File: config.mk
export PLATFORM = sky130hd
export DESIGN_NAME = smtb_cmdq
export DESIGN_NICKNAME = d
export VERILOG_FILES = /design/src/design/smtb_pkg.sv /design/src/design/smtb_cmdq.sv
export SDC_FILE = /design/constraint.sdc
export NUM_CORES = 1
export LEC_CHECK = 0
export BUFFER_PORTS_ARGS = -buffer_cell sky130_fd_sc_hd__buf_2
export CAP_MARGIN = 20
export CORE_ASPECT_RATIO = 0.6
export CORE_MARGIN = 2
export CORE_UTILIZATION = 50
export DETAILED_ROUTE_END_ITERATION = 8
export PLACE_DENSITY = 0.8
export SLEW_MARGIN = 20
export SYNTH_ARGS = -nofsm -noshare
export SYNTH_HDL_FRONTEND = slang
export SYNTH_SLANG_ARGS = --single-unit
File: constraint.sdc
create_clock -name i_clk -period 6.1 [get_ports i_clk]
set_clock_uncertainty 0.05 [all_clocks]
set_input_delay 0 -clock i_clk [delete_from_list [all_inputs] [get_ports i_clk]]
set_output_delay 0 -clock i_clk [all_outputs]
set_load 0.01 [all_outputs]
File: src/design/smtb_pkg.sv
// Package for the sparse morph target blender: sizes, request codes, payload types,
// and the rounding and saturation helpers.
// No dependencies.
`default_nettype none
package smtb_pkg;
    localparam int Vertices        = 1024;
    localparam int Morphs          = 16;
    localparam int EntriesPerMorph = 256;
    localparam int VW   = $clog2(Vertices);
    localparam int MW   = $clog2(Morphs);
    localparam int EW   = $clog2(EntriesPerMorph);
    localparam int CW   = EW + 1;
    localparam int SW   = MW + EW;
    localparam int CRDW = 20;
    localparam int WTW  = 16;

    typedef enum logic [1:0] {
        REQ_LOAD  = 2'd0,
        REQ_ENTRY = 2'd1,
        REQ_WEIGHT = 2'd2,
        REQ_READ  = 2'd3
    } t_req;

    typedef logic signed [CRDW-1:0] t_crd;

    typedef struct packed {
        logic [1:0]  req_type;
        logic [3:0]  morph_id;
        logic [9:0]  vertex_index;
        t_crd        coord_x;
        t_crd        coord_y;
        t_crd        coord_z;
        logic signed [WTW-1:0] weight;
        logic        start_of_target;
        logic        last_weight;
    } t_in;

    typedef struct packed {
        t_crd out_x;
        t_crd out_y;
        t_crd out_z;
        logic overflow_seen;
    } t_out;

    // Read request from the back end into the queue of results
    typedef struct packed {
        logic          vld;
        logic [VW-1:0] vix;
        logic          oob;
    } t_rd;

    // product rounded from Q14, ties away from zero
    function automatic logic signed [21:0] round_q14(input logic signed [35:0] p);
        logic [35:0] a;
        logic [35:0] r;
        begin
            a = p[35] ? 36'(-p) : 36'(p);
            r = (a + 36'd8192) >> 14;
            round_q14 = p[35] ? -$signed(r[21:0]) : $signed(r[21:0]);
        end
    endfunction

    function automatic t_crd sat20(input logic signed [22:0] v);
        begin
            if (v > 23'sd524287) sat20 = 20'sh7FFFF;
            else if (v < -23'sd524288) sat20 = 20'sh80000;
            else sat20 = t_crd'(v);
        end
    endfunction
endpackage
`default_nettype wire

File: src/design/smtb_cmdq.sv
// Short command queue between front and back end.
// Uses smtb_pkg.
`default_nettype none
module smtb_cmdq (
    input  wire logic          i_clk,
    input  wire logic          i_rst_n,
    input  wire logic          i_push,
    input  wire smtb_pkg::t_in i_item,
    output logic               o_full,
    input  wire logic          i_pop,
    output logic               o_empty,
    output smtb_pkg::t_in      o_item
);
    import smtb_pkg::*;

    t_in r_q [4];
    logic [1:0] r_wp, r_rp;
    logic [2:0] r_n;

    assign o_full  = r_n == 3'd4;
    assign o_empty = r_n == 3'd0;
    assign o_item  = r_q[r_rp];

    always_ff @(posedge i_clk) begin
        if (i_push && !o_full) r_q[r_wp] <= i_item;
    end

    always_ff @(posedge i_clk) begin
        if (!i_rst_n) begin
            r_wp <= '0;
            r_rp <= '0;
            r_n  <= '0;
        end else begin
            if (i_push && !o_full) r_wp <= r_wp + 1'b1;
            if (i_pop && !o_empty) r_rp <= r_rp + 1'b1;
            r_n <= r_n + 3'(i_push && !o_full) - 3'(i_pop && !o_empty);
        end
    end
endmodule
`default_nettype wire

==> flow_summary.html, run 1 <==
<table>
<tr><th>Metric</th><th>Value</th></tr>
<tr><th colspan="2">Final layout</th></tr>
<tr><td>Finished layout cell area</td><td>about 18000 um2</td></tr>
<tr><td>Commonest cells after routing, fill and taps aside</td><td>376 x sky130_fd_sc_hd__edfxtp_1, 193 x sky130_fd_sc_hd__buf_2, 97 x sky130_fd_sc_hd__dlygate4sd3_1</td></tr>
<tr><td>Layout cells sized above 1</td><td>about two fifths</td></tr>
<tr><td>Most common library cell in the layout ignoring fill and taps</td><td>sky130_fd_sc_hd__edfxtp_1</td></tr>
<tr><td>Layout Area Growth over Synthesis</td><td>24.4%</td></tr>
<tr><td>Fillers</td><td>approximately 1800</td></tr>
<tr><td>Final nets</td><td>959</td></tr>
<tr><th colspan="2">Worst setup path</th></tr>
<tr><td>Maximum fanout along the worst path</td><td>51</td></tr>
<tr><td>CP startpoint kind</td><td>register</td></tr>
<tr><td>Required time reported for the critical path endpoint</td><td>between 6000 and 7000 ps</td></tr>
<tr><td>Setup Crit Path Kind</td><td>register to register</td></tr>
<tr><td>Worst setup EP type</td><td>register</td></tr>
<tr><td>Arrival time at the worst endpoint</td><td>around 2900 ps</td></tr>
<tr><th colspan="2">Synthesis</th></tr>
<tr><td>Number of warnings printed during yosys synthesis</td><td>0</td></tr>
<tr><td>Syn nets</td><td>647</td></tr>
<tr><td>Count of unique library cells instantiated by Yosys</td><td>23</td></tr>
<tr><td>Count of mapped cells out of synthesis</td><td>542</td></tr>
<tr><td>Sequential-to-total area share from yosys stat</td><td>roughly four fifths</td></tr>
<tr><td>Synthesized area per cell</td><td>~26 um2</td></tr>
<tr><td>Mapped Area</td><td>about 14000 um2</td></tr>
<tr><td>Post-synthesis sequential element count</td><td>slightly below 400</td></tr>
<tr><th colspan="2">CTS</th></tr>
<tr><td>CTS Buf Count</td><td>36</td></tr>
<tr><td>Count of H-tree levels built during CTS</td><td>2</td></tr>
<tr><td>CTS sink cnt</td><td>385</td></tr>
<tr><td>TritonCTS clock tree</td><td>built</td></tr>
<tr><td>Clock-pin slew on the worst setup and hold paths</td><td>60 ps</td></tr>
<tr><td>Clock Path Buffers</td><td>3</td></tr>
<tr><td>Post-CTS Setup Inserts</td><td>0</td></tr>
<tr><td>Post-cts resize count</td><td>0</td></tr>
<tr><td>Root buffer cell</td><td>sky130_fd_sc_hd__clkbuf_16</td></tr>
<tr><td>Worst skew pair latency</td><td>~500 ps</td></tr>
<tr><th colspan="2">STA</th></tr>
<tr><td>Total negative slack</td><td>0 ps</td></tr>
<tr><td>Pin slew with the least headroom to its limit</td><td>slightly above 900 ps</td></tr>
<tr><td>Max Freq</td><td>351 MHz</td></tr>
<tr><td>Clock period minus final worst setup slack</td><td>approximately 2800 ps</td></tr>
<tr><td>Crit share post-route</td><td>a little under half</td></tr>
<tr><td>Final Setup Violations</td><td>0</td></tr>
<tr><td>Number of max-slew violations in the final report</td><td>0</td></tr>
<tr><td>Total count of hold-check failures in the final report</td><td>0</td></tr>
<tr><td>RSZ-0062 raised after global routing</td><td>false</td></tr>
<tr><td>Slew HR</td><td>between 30% and 40%</td></tr>
<tr><th colspan="2">Global routing</th></tr>
<tr><td>Number of antenna violations at the first check in global routing</td><td>2</td></tr>
<tr><td>Number of global-route vias before repair</td><td>between 7000 and 8000</td></tr>
<tr><td>All-layer global routing usage</td><td>between 10% and 20%</td></tr>
<tr><td>Remaining global-route overflow</td><td>0</td></tr>
<tr><td>First-pass GRT wire length</td><td>42300 um</td></tr>
<tr><td>Largest net degree at the start of global routing</td><td>between 60 and 70</td></tr>
<tr><th colspan="2">Routing</th></tr>
<tr><td>Via Count</td><td>~6700</td></tr>
<tr><td>Initial drt markers</td><td>roughly 550</td></tr>
<tr><td>DR vias/cell</td><td>5.37</td></tr>
<tr><td>Post-detailed-routing wire length</td><td>~27000 um</td></tr>
<tr><td>Post-detailed-route count of antenna-violating nets</td><td>0</td></tr>
<tr><td>Drc violations</td><td>0</td></tr>
<tr><td>First-pass detailed-route iteration total</td><td>4</td></tr>
<tr><td>Final routed wire length divided by cell count</td><td>roughly 22 um</td></tr>
<tr><th colspan="2">Pwr</th></tr>
<tr><td>Leak</td><td>0.00594 uW</td></tr>
<tr><td>Largest voltage drop on the vdd net</td><td>around 0.28 mV</td></tr>
<tr><td>Total design power</td><td>around 7000 uW</td></tr>
<tr><td>P per Cell Area</td><td>between 300 and 400 nW/um2</td></tr>
<tr><th colspan="2">Outcome</th></tr>
<tr><td>Status</td><td>finished clean</td></tr>
<tr><th colspan="2">Floorplanning</th></tr>
<tr><td>Overall die height</td><td>~130 um</td></tr>
<tr><td>Number of rows created at floorplan</td><td>47</td></tr>
<tr><td>Initial cell density of the core</td><td>between 50% and 60%</td></tr>
<tr><td>Boundary pin count</td><td>approximately 190</td></tr>
<tr><td>Horizontal extent of the die</td><td>about 220 um</td></tr>
<tr><td>Die Area</td><td>between 20000 and 30000 um2</td></tr>
<tr><td>Core area</td><td>27600 um2</td></tr>
<tr><th colspan="2">Placement</th></tr>
<tr><td>Global placer's final weighted congestion</td><td>0.708</td></tr>
<tr><td>Input/output buffers</td><td>just under 200</td></tr>
<tr><td>HPWL reported at the end of detailed placement</td><td>between 15000 and 20000 um</td></tr>
<tr><td>Area after DPL</td><td>15400 um2</td></tr>
<tr><th colspan="2">Job</th></tr>
<tr><td>Max-capacitance violation count</td><td>0</td></tr>
<tr><th colspan="2">Worst hold path</th></tr>
<tr><td>Worst min-delay path category</td><td>primary input to register</td></tr>
</table>
cell type report:
cell class	instances	area, um2	area share (%)
Tap cell	367	459	2.62
Timing Repair Buffer	297	1990	11.3
Clock inverter	20	253	1.44
Sequential cell	385	11500	65.4
Clock buffer	41	941	5.36
Antenna cell	2	5.00	0.0285
Multi-Input combinational cell	128	2390	13.6
Inverter	6	22.5	0.128
cell usage after synthesis:
| cell type | number | area (um2) |
|---|---|---|
| sky130_fd_sc_hd__a21boi_0 | 1 | 7.51 |
| sky130_fd_sc_hd__and2_1 | 7 | 43.8 |
| sky130_fd_sc_hd__buf_1 | 3 | 11.3 |
| sky130_fd_sc_hd__buf_12 | 7 | 140 |
| sky130_fd_sc_hd__buf_2 | 8 | 40.0 |
| sky130_fd_sc_hd__buf_4 | 3 | 22.5 |
| sky130_fd_sc_hd__buf_6 | 1 | 11.3 |
| sky130_fd_sc_hd__clkbuf_1 | 1 | 3.75 |
| sky130_fd_sc_hd__dfxtp_1 | 9 | 180 |
| sky130_fd_sc_hd__edfxtp_1 | 376 | 11300 |
| sky130_fd_sc_hd__fa_1 | 1 | 20.0 |
| sky130_fd_sc_hd__ha_1 | 6 | 75.1 |
| sky130_fd_sc_hd__inv_1 | 6 | 22.5 |
| sky130_fd_sc_hd__mux2i_1 | 2 | 20.0 |
| sky130_fd_sc_hd__mux4_2 | 94 | 2120 |
| sky130_fd_sc_hd__nand2_1 | 6 | 22.5 |
| sky130_fd_sc_hd__nor2b_1 | 2 | 12.5 |
| sky130_fd_sc_hd__nor3_1 | 1 | 5.00 |
| sky130_fd_sc_hd__nor3b_1 | 1 | 7.51 |
| sky130_fd_sc_hd__o21ai_0 | 3 | 15.0 |
| sky130_fd_sc_hd__or3_1 | 1 | 6.26 |
| sky130_fd_sc_hd__or4bb_1 | 1 | 11.3 |
| sky130_fd_sc_hd__xnor2_1 | 2 | 17.5 |
worst max-delay path, cell delays in order, from the launching register on:
cell                      delay [ps]
sky130_fd_sc_hd__dfxtp_1         330
sky130_fd_sc_hd__nor3b_1         150
sky130_fd_sc_hd__nor2b_1         450
sky130_fd_sc_hd__and2_4          670
sky130_fd_sc_hd__buf_4           710
sequential cells by signal (all words and copies together) (netlist names), named ones only:
signal / count
r_n: 3
r_q: 376
r_wp: 2
r_rp: 2
metrics by stage:
step | util [%] | instances | setup slack [ps] | hold WS [ps]
3_3_place_gp | 55.6 | 1086 | 3310 | 165
3_5_place_dp | 55.6 | 1086 | 3210 | 172
6_report | 63.5 | 1246 | 3250 | 185
2_1_floorplan | - | 542 | 2550 | 48.9
4_1_cts | 63.4 | 1244 | 3170 | 161
5_1_grt | 63.5 | 1246 | 3060 | 183
cells by family after synthesis:
logic type / Yosys count / share of synthesized area (%)
AND/OR/NAND/NOR: 19 / 0.772
flip-flops: 385 / 81.3
adder cells (fa/ha/maj): 7 / 0.674
buffers and inverters: 29 / 1.78
XOR/XNOR: 2 / 0.124
multiplexers: 96 / 15.2
AO/OA/AOI/OAI: 4 / 0.160
layer usage:
metal / global-route usage [%] / share of wire (%) / vias to the layer above
li1: - / - / 2940
met2: 30.4 / 49 / 231
met5: 0 / 0 / -
met1: 26.0 / 42 / 3482
met3: 5.35 / 7.8 / 37
met4: 4.66 / 1.5 / 0
final timing paths:
check	start	end	slack (ps)	cells after the start
worst max register to register	r_n[2]$_SDFF_PN0_	r_q[2][91]$_DFFE_PP_	3250	4
worst min-delay path	i_item[59]	r_q[3][59]$_DFFE_PP_	190	2
worst max-delay path	r_n[2]$_SDFF_PN0_	r_q[2][91]$_DFFE_PP_	3250	4
worst min register to register	r_rp[0]$_SDFFE_PN0P_	r_rp[0]$_SDFFE_PN0P_	460	2
power by group:
| part | switching [uW] | internal, uW | leakage, uW |
|---|---|---|---|
| Clock | 911 | 1360 | 0.000582 |
| Sequential | 118 | 3210 | 0.00352 |
| Combinational | 713 | 674 | 0.00184 |
| Total | 1740 | 5250 | 0.00594 |
timing repair:
| action | CTS | global route |
|---|---|---|
| endpoints found under the setup margin | 0 | 0 |
| endpoints found under the hold margin | 385 | 0 |
| hold buffers | 97 | 0 |
Note: power is estimated with default switching activity, not from simulation.
==> run 2: changes to the inputs <==
- PLACE_DENSITY: 0.8 -> 0.83
- clock period: 6.1 -> 2.6 ns (I/O delays scaled with it)
==> run 2 against run 1 <==
Effect of this change:
- first-iteration DRC count grew 14%
- hold slack gained 12 ps
- die area is the same
==> flow_summary.html, run 2 (synthesis gave the netlist of run 1 again) <==
<table>
<tr><th>Metric</th><th>Value</th></tr>
<tr><th colspan="2">Routing</th></tr>
<tr><td>First-pass detailed-route iteration total</td><td>5 (+1)</td></tr>
<tr><td>Final routed wire length divided by cell count</td><td>21.9 um (-0.36%)</td></tr>
<tr><td>Drc violations</td><td>0 (unchanged)</td></tr>
<tr><td>Post-detailed-route count of antenna-violating nets</td><td>0 (unchanged)</td></tr>
<tr><td>DR vias/cell</td><td>5.41 (+0.69%)</td></tr>
<tr><td>Via Count</td><td>6774 (+1.3%)</td></tr>
<tr><td>Post-detailed-routing wire length</td><td>27500 um (+0.20%)</td></tr>
<tr><td>Initial drt markers</td><td>621 (+14%)</td></tr>
<tr><th colspan="2">Floorplanning</th></tr>
<tr><td>Core area</td><td>27600 um2 (unchanged)</td></tr>
<tr><td>Die Area</td><td>29600 um2 (unchanged)</td></tr>
<tr><td>Initial cell density of the core</td><td>51.0% (unchanged)</td></tr>
<tr><td>Horizontal extent of the die</td><td>221 um (unchanged)</td></tr>
<tr><td>Boundary pin count</td><td>194 (unchanged)</td></tr>
<tr><td>Overall die height</td><td>134 um (unchanged)</td></tr>
<tr><td>Number of rows created at floorplan</td><td>47 (unchanged)</td></tr>
<tr><th colspan="2">CTS</th></tr>
<tr><td>CTS Buf Count</td><td>35 (-2.8%)</td></tr>
<tr><td>TritonCTS clock tree</td><td>built</td></tr>
<tr><td>Clock-pin slew on the worst setup and hold paths</td><td>60 ps (about the same)</td></tr>
<tr><td>Clock Path Buffers</td><td>3 (unchanged)</td></tr>
<tr><td>CTS sink cnt</td><td>385 (unchanged)</td></tr>
<tr><td>Worst skew pair latency</td><td>500 ps (about the same)</td></tr>
<tr><td>Count of H-tree levels built during CTS</td><td>2 (unchanged)</td></tr>
<tr><td>Post-CTS Setup Inserts</td><td>0 (unchanged)</td></tr>
<tr><td>Root buffer cell</td><td>sky130_fd_sc_hd__clkbuf_16</td></tr>
<tr><th colspan="2">Worst setup path</th></tr>
<tr><td>Required time reported for the critical path endpoint</td><td>2950 ps (-3230 ps)</td></tr>
<tr><td>CP startpoint kind</td><td>register</td></tr>
<tr><td>Reg-to-reg setup timing slack</td><td>280 ps (-2980 ps)</td></tr>
<tr><td>Setup Crit Path Kind</td><td>register to register</td></tr>
<tr><td>Launching point of the worst reg2reg path</td><td>r_n[1]$_SDFF_PN0_</td></tr>
<tr><td>Count of cells along the worst register-to-register path</td><td>9 (+5)</td></tr>
<tr><td>Worst setup EP type</td><td>register</td></tr>
<tr><td>Maximum fanout along the worst path</td><td>5 (-90%)</td></tr>
<tr><td>Arrival time at the worst endpoint</td><td>2670 ps (-260 ps)</td></tr>
<tr><td>Endpoint of the lowest-slack register-to-register path</td><td>r_n[2]$_SDFF_PN0_</td></tr>
<tr><th colspan="2">Pwr</th></tr>
<tr><td>Total design power</td><td>16000 uW (+130%)</td></tr>
<tr><td>P per Cell Area</td><td>909 nW/um2 (+130%)</td></tr>
<tr><td>Leak</td><td>0.00593 uW (about the same)</td></tr>
<tr><td>Largest voltage drop on the vdd net</td><td>0.584 mV (+110%)</td></tr>
<tr><th colspan="2">STA</th></tr>
<tr><td>Crit share post-route</td><td>89.3% (+43 points)</td></tr>
<tr><td>Total count of hold-check failures in the final report</td><td>0 (unchanged)</td></tr>
<tr><td>Number of max-slew violations in the final report</td><td>0 (unchanged)</td></tr>
<tr><td>Total negative slack</td><td>0 ps (unchanged)</td></tr>
<tr><td>Max Freq</td><td>431 MHz (+23%)</td></tr>
<tr><td>Final Setup Violations</td><td>0 (unchanged)</td></tr>
<tr><td>RSZ-0062 raised after global routing</td><td>false</td></tr>
<tr><td>Clock period minus final worst setup slack</td><td>2320 ps (-524 ps)</td></tr>
<tr><td>Slew HR</td><td>59.9% (+21 points)</td></tr>
<tr><td>Pin slew with the least headroom to its limit</td><td>601 ps (-313 ps)</td></tr>
<tr><th colspan="2">Final layout</th></tr>
<tr><td>Most flops, register</td><td>r_q</td></tr>
<tr><td>Largest registers in the final layout</td><td>r_q x376, r_n x3</td></tr>
<tr><td>Layout cells sized above 1</td><td>39.7% (-0.43 points)</td></tr>
<tr><td>Fillers</td><td>1875 (+2.6%)</td></tr>
<tr><td>Most common library cell in the layout ignoring fill and taps</td><td>sky130_fd_sc_hd__edfxtp_1</td></tr>
<tr><td>Number of flip-flops under the largest register name</td><td>376 (unchanged)</td></tr>
<tr><td>Final nets</td><td>966 (+0.73%)</td></tr>
<tr><td>Layout Area Growth over Synthesis</td><td>24.6%</td></tr>
<tr><td>Commonest cells after routing, fill and taps aside</td><td>376 x sky130_fd_sc_hd__edfxtp_1, 193 x sky130_fd_sc_hd__buf_2, 98 x sky130_fd_sc_hd__dlygate4sd3_1</td></tr>
<tr><th colspan="2">Global routing</th></tr>
<tr><td>All-layer global routing usage</td><td>19.0% (+0.16 points)</td></tr>
<tr><td>Largest net degree at the start of global routing</td><td>95 (+56%)</td></tr>
<tr><td>Number of antenna violations at the first check in global routing</td><td>2 (unchanged)</td></tr>
<tr><td>Remaining global-route overflow</td><td>0 (unchanged)</td></tr>
<tr><td>Number of global-route vias before repair</td><td>7359 (-0.24%)</td></tr>
<tr><td>First-pass GRT wire length</td><td>42600 um (+0.78%)</td></tr>
<tr><th colspan="2">Outcome</th></tr>
<tr><td>Status</td><td>finished clean</td></tr>
<tr><th colspan="2">Placement</th></tr>
<tr><td>Global placer's final weighted congestion</td><td>0.752 (+6.2%)</td></tr>
<tr><td>HPWL reported at the end of detailed placement</td><td>15900 um (+1.6%)</td></tr>
<tr><td>Input/output buffers</td><td>193 (unchanged)</td></tr>
<tr><th colspan="2">Worst hold path</th></tr>
<tr><td>Worst min-delay path category</td><td>primary input to register</td></tr>
<tr><td>End point of the worst hold path</td><td>r_q[3][10]$_DFFE_PP_</td></tr>
<tr><td>Worst Min Path Start</td><td>i_item[10]</td></tr>
<tr><td>Number of stages on the worst hold path</td><td>2 (unchanged)</td></tr>
<tr><th colspan="2">Job</th></tr>
<tr><td>Max-capacitance violation count</td><td>0 (unchanged)</td></tr>
</table>
==> run 2: cell count changes in the layout (fill, tap and decap cells not counted), sizes merged <==
cell	change
inv	-1
clkbuf	+3
bufinv	-5
buf	+7
dlygate4sd3	+1
clkinv	+2
==> run 2: worst max-delay path, cell delays in order (launching register included) <==
cell and delay, ps:
sky130_fd_sc_hd__dfxtp_1 340, sky130_fd_sc_hd__nor3_2 300, sky130_fd_sc_hd__nor2b_1 120, sky130_fd_sc_hd__ha_1 290
sky130_fd_sc_hd__inv_1 40, sky130_fd_sc_hd__ha_1 200, sky130_fd_sc_hd__fa_1 430, sky130_fd_sc_hd__xnor2_1 220
sky130_fd_sc_hd__xnor2_1 100, sky130_fd_sc_hd__and2_1 150
==> run 2: metal layers <==
metal,track usage (%),vias to the layer above,routed length [um]
met5,0,-,0
met4,5.29,0,472
met3,4.21,37,1690
met2,29.5,252,13000
met1,27.8,3528,12300
li1,-,2957,-
==> run 2: report_power, final <==
group          internal [uW]  switching, uW  leakage, uW  total, uW
Clock                   2690           2060     0.000506       4750
Combinational           1710           1770      0.00191       3480
Sequential              7520            236      0.00352       7760
==> run 2: repair_timing <==
action                                  CTS  global route
hold buffers                             98             0
endpoints found under the hold margin   385             0
gates resized for setup                   0             1
endpoints found under the setup margin    0             1
==> run 2: worst max path at each step <==
| stage | from | slack, ps | endpoint | depth (start not counted) |
|---|---|---|---|---|
| 3_5_place_dp | r_n[1]$_SDFF_PN0_ | 170 | r_n[2]$_SDFF_PN0_ | 9 |
| 3_3_place_gp | r_n[1]$_SDFF_PN0_ | 300 | r_n[2]$_SDFF_PN0_ | 9 |
| 6_report | r_n[1]$_SDFF_PN0_ | 280 | r_n[2]$_SDFF_PN0_ | 9 |
| 2_1_floorplan | r_n[2]$_SDFF_PN0_ | 80 | r_q[0][0]$_DFFE_PP_ | 4 |
| 5_1_grt | r_n[1]$_SDFF_PN0_ | 140 | r_n[2]$_SDFF_PN0_ | 9 |
| 4_1_cts | r_n[1]$_SDFF_PN0_ | 130 | r_n[2]$_SDFF_PN0_ | 9 |
==> run 2: cell type report <==
type	instances	area [um2]	area share, %
clock inverter	16	97.6	0.555
sequential	385	11500	65.3
clock buffer	44	952	5.42
inverter	6	22.5	0.128
timing repair buffer	305	2160	12.3
tap	367	459	2.61
multi-input combinational	128	2400	13.6
antenna	2	5.00	0.0285
==> run 2: per-stage QoR <==
stage / util (%) / worst slack [ps] / cell area [um2] / hold slack [ps] / instances
2_1_floorplan: - / 82.1 / 14100 / 48.9 / 542
3_3_place_gp: 56.2 / 303 / 15500 / 166 / 1093
3_5_place_dp: 56.2 / 170 / 15500 / 168 / 1093
4_1_cts: 63.6 / 134 / 17600 / 165 / 1251
5_1_grt: 63.6 / 139 / 17600 / 178 / 1252
6_report: 63.6 / 279 / 17600 / 197 / 1253
